File: src/hdl/quoted_field_tokenizer_macros.svh
// Assertion macros for the quoted-field tokenizer.
// Expects a clock named clk and an active-high reset named rst in scope.
`ifndef QUOTED_FIELD_TOKENIZER_MACROS_SVH
`define QUOTED_FIELD_TOKENIZER_MACROS_SVH

// Same-cycle implication, off during reset.
`define QFT_ASSERT_NOW(label, ante, cons) \
  label: assert property (@(posedge clk) disable iff (rst) (ante) |-> (cons)) \
    else $error("tokenizer check failed");

// Next-cycle implication, off during reset.
`define QFT_ASSERT_NEXT(label, ante, cons) \
  label: assert property (@(posedge clk) disable iff (rst) (ante) |=> (cons)) \
    else $error("tokenizer check failed");

`endif

File: src/hdl/qft_pkg.sv
// Shared types and constants for the quoted-field tokenizer.
// No dependencies; used by qft_decode and quoted_field_tokenizer.
`default_nettype none

package qft_pkg;

  typedef enum logic [2:0] {
    MODE_IDLE    = 3'd0,
    MODE_BARE    = 3'd1,
    MODE_QUOTED  = 3'd2,
    MODE_ESCAPE  = 3'd3,
    MODE_DISCARD = 3'd4
  } scan_mode_t;

  localparam logic [7:0] CH_QUOTE     = 8'h22;
  localparam logic [7:0] CH_BACKSLASH = 8'h5C;
  localparam logic [7:0] CH_N         = 8'h6E;
  localparam logic [7:0] CH_NEWLINE   = 8'h0A;
  localparam logic [7:0] CH_TAB       = 8'h09;
  localparam logic [7:0] CH_CR        = 8'h0D;
  localparam logic [7:0] CH_SPACE     = 8'h20;

  localparam logic [1:0] ERR_NONE       = 2'd0;
  localparam logic [1:0] ERR_BAD_ESCAPE = 2'd1;
  localparam logic [1:0] ERR_ESC_AT_END = 2'd2;
  localparam logic [1:0] ERR_OPEN_QUOTE = 2'd3;

  typedef struct packed {
    logic [7:0] byte_value;
    logic       end_of_line;
  } tok_in_t;

  typedef struct packed {
    logic [7:0] out_char;
    logic       has_char;
    logic       token_end;
    logic       line_done;
    logic [1:0] err_code;
  } tok_out_t;

  function automatic logic is_blank(input logic [7:0] b);
    return ((b >= CH_TAB) && (b <= CH_CR)) || (b == CH_SPACE);
  endfunction

endpackage

`default_nettype wire

File: src/hdl/qft_decode.sv
// Per-byte decode of the tokenizer: next scan mode and the result, if any.
// Depends on qft_pkg.
`default_nettype none

module qft_decode (
  input  qft_pkg::scan_mode_t mode,
  input  qft_pkg::tok_in_t    item,
  output qft_pkg::scan_mode_t mode_next,
  output logic                emit,
  output qft_pkg::tok_out_t   result
);
  import qft_pkg::*;

  logic       blank;
  logic [7:0] b;

  assign b     = item.byte_value;
  assign blank = is_blank(b);

  // Next state
  always_comb begin
    mode_next = mode;
    if (item.end_of_line) begin
      mode_next = MODE_IDLE;
    end else begin
      unique case (mode)
        MODE_BARE: begin
          if (blank) mode_next = MODE_IDLE;
        end
        MODE_QUOTED: begin
          if (b == CH_QUOTE) mode_next = MODE_IDLE;
          else if (b == CH_BACKSLASH) mode_next = MODE_ESCAPE;
        end
        MODE_ESCAPE: begin
          if ((b == CH_QUOTE) || (b == CH_BACKSLASH) || (b == CH_N)) begin
            mode_next = MODE_QUOTED;
          end else begin
            mode_next = MODE_DISCARD;
          end
        end
        MODE_DISCARD: mode_next = MODE_DISCARD;
        default: begin
          if (blank) mode_next = MODE_IDLE;
          else if (b == CH_QUOTE) mode_next = MODE_QUOTED;
          else mode_next = MODE_BARE;
        end
      endcase
    end
  end

  // Outputs
  always_comb begin
    emit   = 1'b0;
    result = '0;
    if (item.end_of_line) begin
      emit             = 1'b1;
      result.line_done = 1'b1;
      unique case (mode)
        MODE_BARE:   result.token_end = 1'b1;
        MODE_QUOTED: result.err_code  = ERR_OPEN_QUOTE;
        MODE_ESCAPE: result.err_code  = ERR_ESC_AT_END;
        default:     result.err_code  = ERR_NONE;
      endcase
    end else begin
      unique case (mode)
        MODE_BARE: begin
          emit = 1'b1;
          if (blank) begin
            result.token_end = 1'b1;
          end else begin
            result.out_char = b;
            result.has_char = 1'b1;
          end
        end
        MODE_QUOTED: begin
          if (b == CH_QUOTE) begin
            emit             = 1'b1;
            result.token_end = 1'b1;
          end else if (b != CH_BACKSLASH) begin
            emit            = 1'b1;
            result.out_char = b;
            result.has_char = 1'b1;
          end
        end
        MODE_ESCAPE: begin
          emit = 1'b1;
          if ((b == CH_QUOTE) || (b == CH_BACKSLASH)) begin
            result.out_char = b;
            result.has_char = 1'b1;
          end else if (b == CH_N) begin
            result.out_char = CH_NEWLINE;
            result.has_char = 1'b1;
          end else begin
            result.err_code = ERR_BAD_ESCAPE;
          end
        end
        MODE_DISCARD: emit = 1'b0;
        default: begin
          // Start a bare token on anything but blank or quote
          if (!blank && (b != CH_QUOTE)) begin
            emit            = 1'b1;
            result.out_char = b;
            result.has_char = 1'b1;
          end
        end
      endcase
    end
  end

endmodule

`default_nettype wire

File: src/hdl/quoted_field_tokenizer.sv
// Quoted-field tokenizer top level: scan mode register, decode, result register.
// Depends on qft_pkg, qft_decode and quoted_field_tokenizer_macros.svh.
//
//   channel | signals                       | payload
//   --------+-------------------------------+-----------------------------
//   input   | in_valid / in_ready           | in_data  (qft_pkg::tok_in_t)
//   output  | out_valid / out_ready         | out_data (qft_pkg::tok_out_t)
//
// One byte or end-of-line marker per cycle unless the output stalls; a result
// is registered and appears in the cycle after its transfer. The 3-bit scan
// mode register is the only loop. Synchronous reset puts the scanner between
// tokens and empties the result register. Input is taken whenever the result
// register is empty or being drained in the same cycle.
`default_nettype none

module quoted_field_tokenizer (
  input  logic              clk,
  input  logic              rst,
  input  logic              in_valid,
  output logic              in_ready,
  input  qft_pkg::tok_in_t  in_data,
  output logic              out_valid,
  input  logic              out_ready,
  output qft_pkg::tok_out_t out_data
);
  import qft_pkg::*;

  `include "quoted_field_tokenizer_macros.svh"

  scan_mode_t mode;
  scan_mode_t mode_next;
  logic       emit;
  tok_out_t   result;
  logic       in_xfer;

  assign in_ready = !out_valid || out_ready;
  assign in_xfer  = in_valid && in_ready;

  qft_decode u_decode (
    .mode      (mode),
    .item      (in_data),
    .mode_next (mode_next),
    .emit      (emit),
    .result    (result)
  );

  always_ff @(posedge clk) begin
    if (rst) begin
      mode      <= MODE_IDLE;
      out_valid <= 1'b0;
    end else begin
      if (in_xfer) mode <= mode_next;
      if (in_xfer && emit) out_valid <= 1'b1;
      else if (out_ready) out_valid <= 1'b0;
    end
  end

  always_ff @(posedge clk) begin
    if (in_xfer && emit) out_data <= result;
  end

  `QFT_ASSERT_NEXT(a_eol_returns_idle, in_xfer && in_data.end_of_line, mode == MODE_IDLE)
  `QFT_ASSERT_NOW(a_discard_from_escape, mode == MODE_DISCARD, ($past(mode) == MODE_DISCARD) || ($past(mode) == MODE_ESCAPE))
  `QFT_ASSERT_NOW(a_error_no_char, out_valid && (out_data.err_code != ERR_NONE), !out_data.has_char && !out_data.token_end)
  `QFT_ASSERT_NOW(a_done_no_char, out_valid && out_data.line_done, !out_data.has_char)

endmodule

`default_nettype wire
File: config.mk
export PLATFORM = sky130hd
export DESIGN_NAME = quoted_field_tokenizer
export DESIGN_NICKNAME = d
export VERILOG_FILES = /design/src/hdl/qft_pkg.sv /design/src/hdl/qft_decode.sv /design/src/hdl/quoted_field_tokenizer.sv
export VERILOG_INCLUDE_DIRS = /design/src /design/src/hdl
export SDC_FILE = /design/constraint.sdc
export NUM_CORES = 1
export LEC_CHECK = 0
export BUFFER_PORTS_ARGS = -buffer_cell sky130_fd_sc_hd__buf_4
export CORE_MARGIN = 2
export CORE_UTILIZATION = 50
export DETAILED_ROUTE_END_ITERATION = 10
export GPL_TIMING_DRIVEN = 0
export PLACE_DENSITY = 0.87
export REMOVE_ABC_BUFFERS = 1
export SYNTH_ARGS = -nofsm -noshare
export SYNTH_HDL_FRONTEND = slang
export SYNTH_SLANG_ARGS = --single-unit
File: constraint.sdc
create_clock -name clk -period 3 [get_ports clk]
set_input_delay 0.75 -clock clk [delete_from_list [all_inputs] [get_ports clk]]
set_output_delay 0.75 -clock clk [all_outputs]
set_load 0.01 [all_outputs]
==> results of run 1 <==
## registers in the layout, summed over array words and instances, names as in the netlist
signal and flops:
out_data 13, out_valid 1, mode 3
## Yosys cell counts, drive strengths merged (2+ instances only)
cell | instances | share of area
and2 | 2 | 0.012
o31ai | 3 | 0.025
and3 | 3 | 0.018
xnor2 | 2 | 0.016
clkbuf | 5 | 0.017
nor3 | 9 | 0.046
edfxtp | 13 | 0.36
dfxtp | 4 | 0.074
a21oi | 9 | 0.042
inv | 7 | 0.024
and4b | 2 | 0.018
nand3 | 6 | 0.028
nor2b | 2 | 0.012
nor2 | 12 | 0.042
o32ai | 6 | 0.049
o21ai | 4 | 0.018
nand2 | 9 | 0.031
a211o | 2 | 0.016
## how the worst min path moves through the flow
| stage | start | to | slack [ps] | cells after the start |
|---|---|---|---|---|
| 6_report | out_valid | out_valid | 530 | 2 |
| 5_1_grt | out_valid | out_valid | 590 | 2 |
| 4_1_cts | out_valid | out_valid | 530 | 2 |
| 3_5_place_dp | out_valid | out_valid | 520 | 2 |
| 3_3_place_gp | out_valid | out_valid | 510 | 2 |
| 2_1_floorplan | mode[1] | mode[1] | 560 | 2 |
## layout make-up
| class | count | area [µm²] | share of cell area |
|---|---|---|---|
| tap | 27 | 33.8 | 0.0255 |
| inverter | 7 | 26.3 | 0.0198 |
| timing repair buffer | 27 | 203 | 0.153 |
| clock buffer | 4 | 26.3 | 0.0198 |
| sequential | 17 | 470 | 0.355 |
| multi-input combinational | 88 | 567 | 0.427 |
## per-layer routing
layer | part of all wire | routed length [µm] | GRT usage
met5 | 0 | 0 | 0
met4 | 0.020 | 48 | 0.144
met3 | 0.10 | 245 | 0.0268
met2 | 0.48 | 1170 | 0.327
met1 | 0.40 | 990 | 0.282
## through the flow
stage | area (µm²) | util
floorplan | 1060 | -
global placement | 1300 | 0.649
detailed placement | 1300 | 0.649
CTS | 1330 | 0.663
global route | 1330 | 0.663
finish | 1330 | 0.663
## where the power goes
part	leakage (nW)	switching (W)	internal, W	total [W]
Sequential	0.162	0.00000607	0.000272	0.000278
Combinational	0.325	0.0000604	0.0000472	0.000108
Clock	0.0150	0.0000708	0.0000518	0.000123
Total	0.502	0.000137	0.000371	0.000508
## worst reg2reg max path: stages, from the launching register on
cell and delay (ps):
dfxtp_1 510, nor2_1 90, xnor2_1 170, nor3_1 440, nor2_1 100, nor2_1 810
## kinds of logic after synthesis
kind of cell              Yosys count  synth area share
AOI/OAI and AO/OA                  31             0.213
xor gates and xnor gates            2            0.0162
buffers and inverters              12            0.0416
DFF                                17             0.435
muxes                               1           0.00925
and+or+nand+nor                    54             0.286
## cell usage in the layout, fill, tap and decap left out, drive strengths merged, types with 2 or more instances in the layout
cell    count
nor2       12
and4b       2
and3        3
nor2b       2
o21ai       4
edfxtp     13
nand3       6
dfxtp       4
xnor2       2
a211o       2
buf        27
clkbuf      4
nand2       9
nor3        9
and2        2
inv         7
o31ai       3
o32ai       6
a21oi       9
==> run_results.csv, run 1 <==
group,metric,value,unit
placement,place.gp.congestion,0.883,
global_route,grt_usage,0.214,
worst_setup_path,worst-path-stages,6,
routing,avgRoutedWirePerCell,14.4,µm
finish,nNetsFinal,157,
status,status,"finished, final reports clean",
floorplan,die_h,50.5,µm
timing,finalMaxSlewViolations,0,
routing,wl,2460,µm
routing,via_count,1040,
finish,nFillCells,172,
cts,cts_htree_levels,1,
routing,antenna_left,0,
synth,postSynthAreaPerCell,9.25,µm²
synth,yosysSeqAreaShare,0.435,
synth,ys.flop_type,"edfxtp_1",
floorplan,num_io_pins,28,
timing,hold_violations,0,
worst_setup_path,worstPathRequired,2920,ps
finish,drive_above_1_share,0.266,
finish,layoutNonFillerInstCount,170,
finish,antennaDiodeCount,0,
floorplan,coreArea,0.00200,mm²
routing,drt_iter0_drc,69,
timing,max_freq,366,MHz
worst_hold_path,hold_class,"register to register",
cts,cts_inserted_buffers,3,
cts,cts_setup_buffers,0,
worst_setup_path,startpoint,"in_data[3]",
worst_setup_path,cpLargestDelayFamily,"simple AND/OR/NAND/NOR gates",
pwr,power.total,0.000508,W
worst_setup_path,r2r-end,"out_data[11]",
pwr,p_leak,0.502,nW
pwr,peakVddDrop,0.000214,V
global_route,grt_pass1_vias,947,
placement,post-place-ws,-55.7,ps
synth,synth_warnings,0,
synth,ys_async_sr_fraction,0,
timing,period_minus_slack,2730,ps
worst_setup_path,worstPathArrival,2660,ps
cts,clock_path_buffers,2,
timing,skew,1.05,ps
timing,setup_ws,266,ps
pwr,power_density,383,mW/mm²
worst_setup_path,end_kind,"register",
placement,place_hpwl,1840,µm
synth,synth-edff-count,13,
timing,slew_headroom,0.305,
worst_setup_path,cp-start-kind,"input pin",
worst_setup_path,reg2reg_slack,510,ps
floorplan,die-area,0.00255,mm²
global_route,antenna_found_initial,0,
finish,area_growth,22.5,%
worst_setup_path,cp_slowest_cell,"nor2_1",
timing,setup_tns,0,ps
global_route,grt-ovfl-total,0,
synth,ys_ff_latch,17,
floorplan,initial_core_util,0.541,
global_route,grt_pass1_wl,4090,µm
cts,cts_tree,"done",
placement,port_buffers,27,
routing,drtPass1Iterations,4,
worst_setup_path,worst-path-buf-inv,1,
worst_setup_path,crit_fanout,13,
worst_setup_path,rr_worst_depth,5,
timing,rsz0062_at_grt,"false",
cts,clk_pin_slew,90,ps
worst_setup_path,crit_type,"input pin to register",
worst_setup_path,crit_chain,"buf_4 > nor3_1 > nor4_4 > nor3_1 > nor2_1 > nor2_1",
synth,synth.distinct_cells,39,
cts,insertion_delay,290,ps
synth,netlist_area,0.00108,mm²
cts,cts.sink_count,17,
run,maxCapViolCount,0,
timing,hold_ws,531,ps
timing,final.period_utilization,0.911,
routing,vias_per_cell,6.12,
cts,hold_buffers,0,
synth,syn_inst,117,
worst_setup_path,worstSetupEndpoint,"out_data[11]",
worst_setup_path,max_stage_delay,810,ps
placement,place_inst,166,
floorplan,row_count,16,
cts,root_buffer,"clkbuf_4",
cts,cts_resized,0,
timing,tightestPinTransition,1040,ps
global_route,grt_max_degree,14,
timing,finalSetupViolCount,0,
routing,drc,0,
worst_setup_path,worstReg2RegStart,"mode[0]",
floorplan,die_width,50.5,µm
Power figures use the tool's default switching activity.
==> run 2, diff against run 1 <==
--- a/config.mk
+++ b/config.mk
@@ -6,13 +6,14 @@
 export SDC_FILE = /design/constraint.sdc
 export NUM_CORES = 1
 export LEC_CHECK = 0
+export ABC_AREA = 1
 export BUFFER_PORTS_ARGS = -buffer_cell sky130_fd_sc_hd__buf_4
 export CORE_MARGIN = 2
 export CORE_UTILIZATION = 50
 export DETAILED_ROUTE_END_ITERATION = 10
 export GPL_TIMING_DRIVEN = 0
 export PLACE_DENSITY = 0.87
-export REMOVE_ABC_BUFFERS = 1
+export RECOVER_POWER = 25
 export SYNTH_ARGS = -nofsm -noshare
 export SYNTH_HDL_FRONTEND = slang
 export SYNTH_SLANG_ARGS = --single-unit
==> run_results.csv, run 2 <==
group,metric,value,unit
finish,layout_commonest_cell,"nand2_1",
worst_setup_path,crit_fanout,13,
floorplan,initial_core_util,0.546,
finish,reg_top3,"out_data (13), mode (3), out_valid (1)",
finish,final_area,0.00132,mm²
timing,final.period_utilization,0.647,
floorplan,num_io_pins,28,
cts,cts_htree_levels,1,
synth,netlist_area,0.00109,mm²
cts,cts_setup_buffers,0,
synth,synth_top_area_cell,"edfxtp_1",
pwr,p_leak,0.688,nW
cts,root_buffer,"clkbuf_4",
global_route,antenna_found_initial,0,
synth,synth_area_leaders,"edfxtp_1 (36%), nand2_1 (12%), nor2_1 (9.3%)",
floorplan,die_h,50.7,µm
routing,wl,2410,µm
timing,tightestPinTransition,478,ps
worst_setup_path,crit_type,"input pin to register",
timing,finalSetupViolCount,0,
timing,setup_ws,1060,ps
placement,place_hpwl,1940,µm
worst_setup_path,cp-start-kind,"input pin",
cts,hold_buffers,0,
finish,regMostFlops,"out_data",
pwr,seqPwrFrac,0.484,
routing,drtPass1Iterations,4,
cts,cts_resized,0,
worst_setup_path,rr_worst_depth,8,
routing,drt_iter0_drc,40,
finish,area_growth,20.8,%
pwr,switchingPower,0.000205,W
global_route,grt_usage,0.215,
floorplan,coreArea,0.00200,mm²
synth,syn_inst,150,
synth,yosysSeqAreaShare,0.431,
routing,antenna_left,0,
finish,largest_reg_flops,13,
timing,skew,9.29,ps
placement,post-place-ws,763,ps
cts,clock_path_buffers,2,
finish,drive_above_1_share,0.227,
cts,insertion_delay,290,ps
routing,vias_per_cell,5.32,
finish,nNetsFinal,195,
pwr,power.share.clock,0.203,
floorplan,die-area,0.00257,mm²
timing,finalMaxSlewViolations,0,
floorplan,row_count,16,
synth,synth_nets,163,
pwr,combPwrFrac,0.314,
synth,netlist_top_cells_count,"nand2_1 (36), nor2_1 (27), inv_1 (20)",
pwr,power.total,0.000610,W
worst_setup_path,worstReg2RegStart,"mode[0]",
timing,setup_tns,0,ps
pwr,peakVddDrop,0.000286,V
worst_hold_path,hold_class,"register to register",
timing,hold_violations,0,
synth,postSynthAreaPerCell,7.28,µm²
placement,placed_area,0.00133,mm²
worst_setup_path,end_kind,"register",
cts,cts.sink_count,17,
cts,clk_pin_slew,90,ps
global_route,grt_pass1_vias,995,
pwr,switching_share,0.335,
cts,cts_inserted_buffers,3,
synth,synth-edff-count,13,
timing,slew_headroom,0.682,
status,status,"finished, final reports clean",
worst_setup_path,r2r-end,"out_data[2]",
pwr,intPower,0.000406,W
synth,synth_warnings,0,
routing,drc,0,
global_route,grt_max_degree,14,
placement,place.gp.congestion,0.924,
worst_hold_path,hp-start,"out_valid",
pwr,power_density,462,mW/mm²
worst_hold_path,whs_path_depth,2,
timing,rsz0062_at_grt,"false",
synth,ys_async_sr_fraction,0,
timing,period_minus_slack,1940,ps
routing,avgRoutedWirePerCell,11.6,µm
synth,ys_ff_latch,17,
run,maxCapViolCount,0,
synth,synth.distinct_cells,22,
worst_setup_path,reg2reg_slack,1160,ps
worst_hold_path,holdPathEnd,"out_valid",
routing,via_count,1106,
synth,ys.flop_type,"edfxtp_1",
floorplan,die_width,50.7,µm
worst_setup_path,worstPathRequired,2940,ps
worst_setup_path,worstPathArrival,1890,ps
synth,synth_top_area_frac,0.357,
synth,yosysMostFrequentCell,"nand2_1",
global_route,grt_pass1_wl,4170,µm
cts,cts_tree,"done",
placement,port_buffers,27,
timing,max_freq,515,MHz
finish,layout_common_cells,"nand2_1 (37), nor2_1 (27), inv_1 (20), buf_4 (18), nand3_1 (14)",
finish,antennaDiodeCount,0,
global_route,grt-ovfl-total,0,
## run 2: cell types whose count changed in the layout (fill, tap and decap cells not counted), sizes merged, moves of 3 or more
cell and change:
a21oi -5, and3 -3, buf -9, clkbuf +9
inv +15, nand2 +32, nand3 +12, nor2 +21
nor3 -6, o31ai -3, o32ai -6
## run 2: area by class of cell
class                      instances  area, µm²
timing repair buffer              27        169
sequential                        17        470
fill                             192        682
clock inverter                     1       5.00
tap                               27       33.8
buffer                             1       3.75
inverter                          22       82.6
clock buffer                       3       22.5
multi-input combinational        110        533
## run 2: worst max path at each step
stage / to / slack [ps] / from / depth (start not counted)
final: out_data[2] / 1060 / in_data[2] / 10
after global routing: out_data[2] / 950 / in_data[2] / 10
after CTS: out_data[11] / 1070 / in_data[2] / 8
after detailed placement: out_data[12] / 760 / in_data[2] / 8
after global placement: out_data[12] / 800 / in_data[2] / 8
after floorplan: out_data[0] / 1080 / in_data[2] / 7
## run 2: metal layers
metal  GRT usage  share of wire  vias up
met1       0.245           0.39      502
li1            -              -      545
met2       0.393           0.52       49
met3      0.0357          0.060       10
met5           0              0        -
met4      0.0901          0.024        0
## run 2: power by group through the flow
stage / registers [W] / logic (W) / clock network, W
floorplan: 0.000312 / 0.000112 / 0
global placement: 0.000300 / 0.000191 / 0
detailed placement: 0.000301 / 0.000197 / 0
CTS: 0.000296 / 0.000199 / 0.000124
global route: 0.000298 / 0.000214 / 0.000144
finish: 0.000295 / 0.000192 / 0.000124
## run 2: worst max-delay path, stage by stage
cell     delay, ps
buf_4          130
inv_1           90
nor2_1          60
nand2_1         50
nor2_1          60
nor2_2         120
nand3_2        120
nand3_1         90
nand2_1         70
inv_1          350
## run 2: per-stage QoR
stage                      util  std cells  hold WS [ps]
final                     0.659        208           552
after CTS                 0.678        208           542
after floorplan               -        150           558
after global routing      0.659        208           589
after global placement    0.664        204           500
after detailed placement  0.664        204           526
## run 2: cell families (layout without fill, tap and decap cells)
family,after synthesis,count (layout),synth area share
AND/OR/NAND/NOR,97,97,0.425
AO/OA/AOI/OAI,13,13,0.0653
buffers and inverters,23,54,0.0790
flip-flops,17,17,0.431
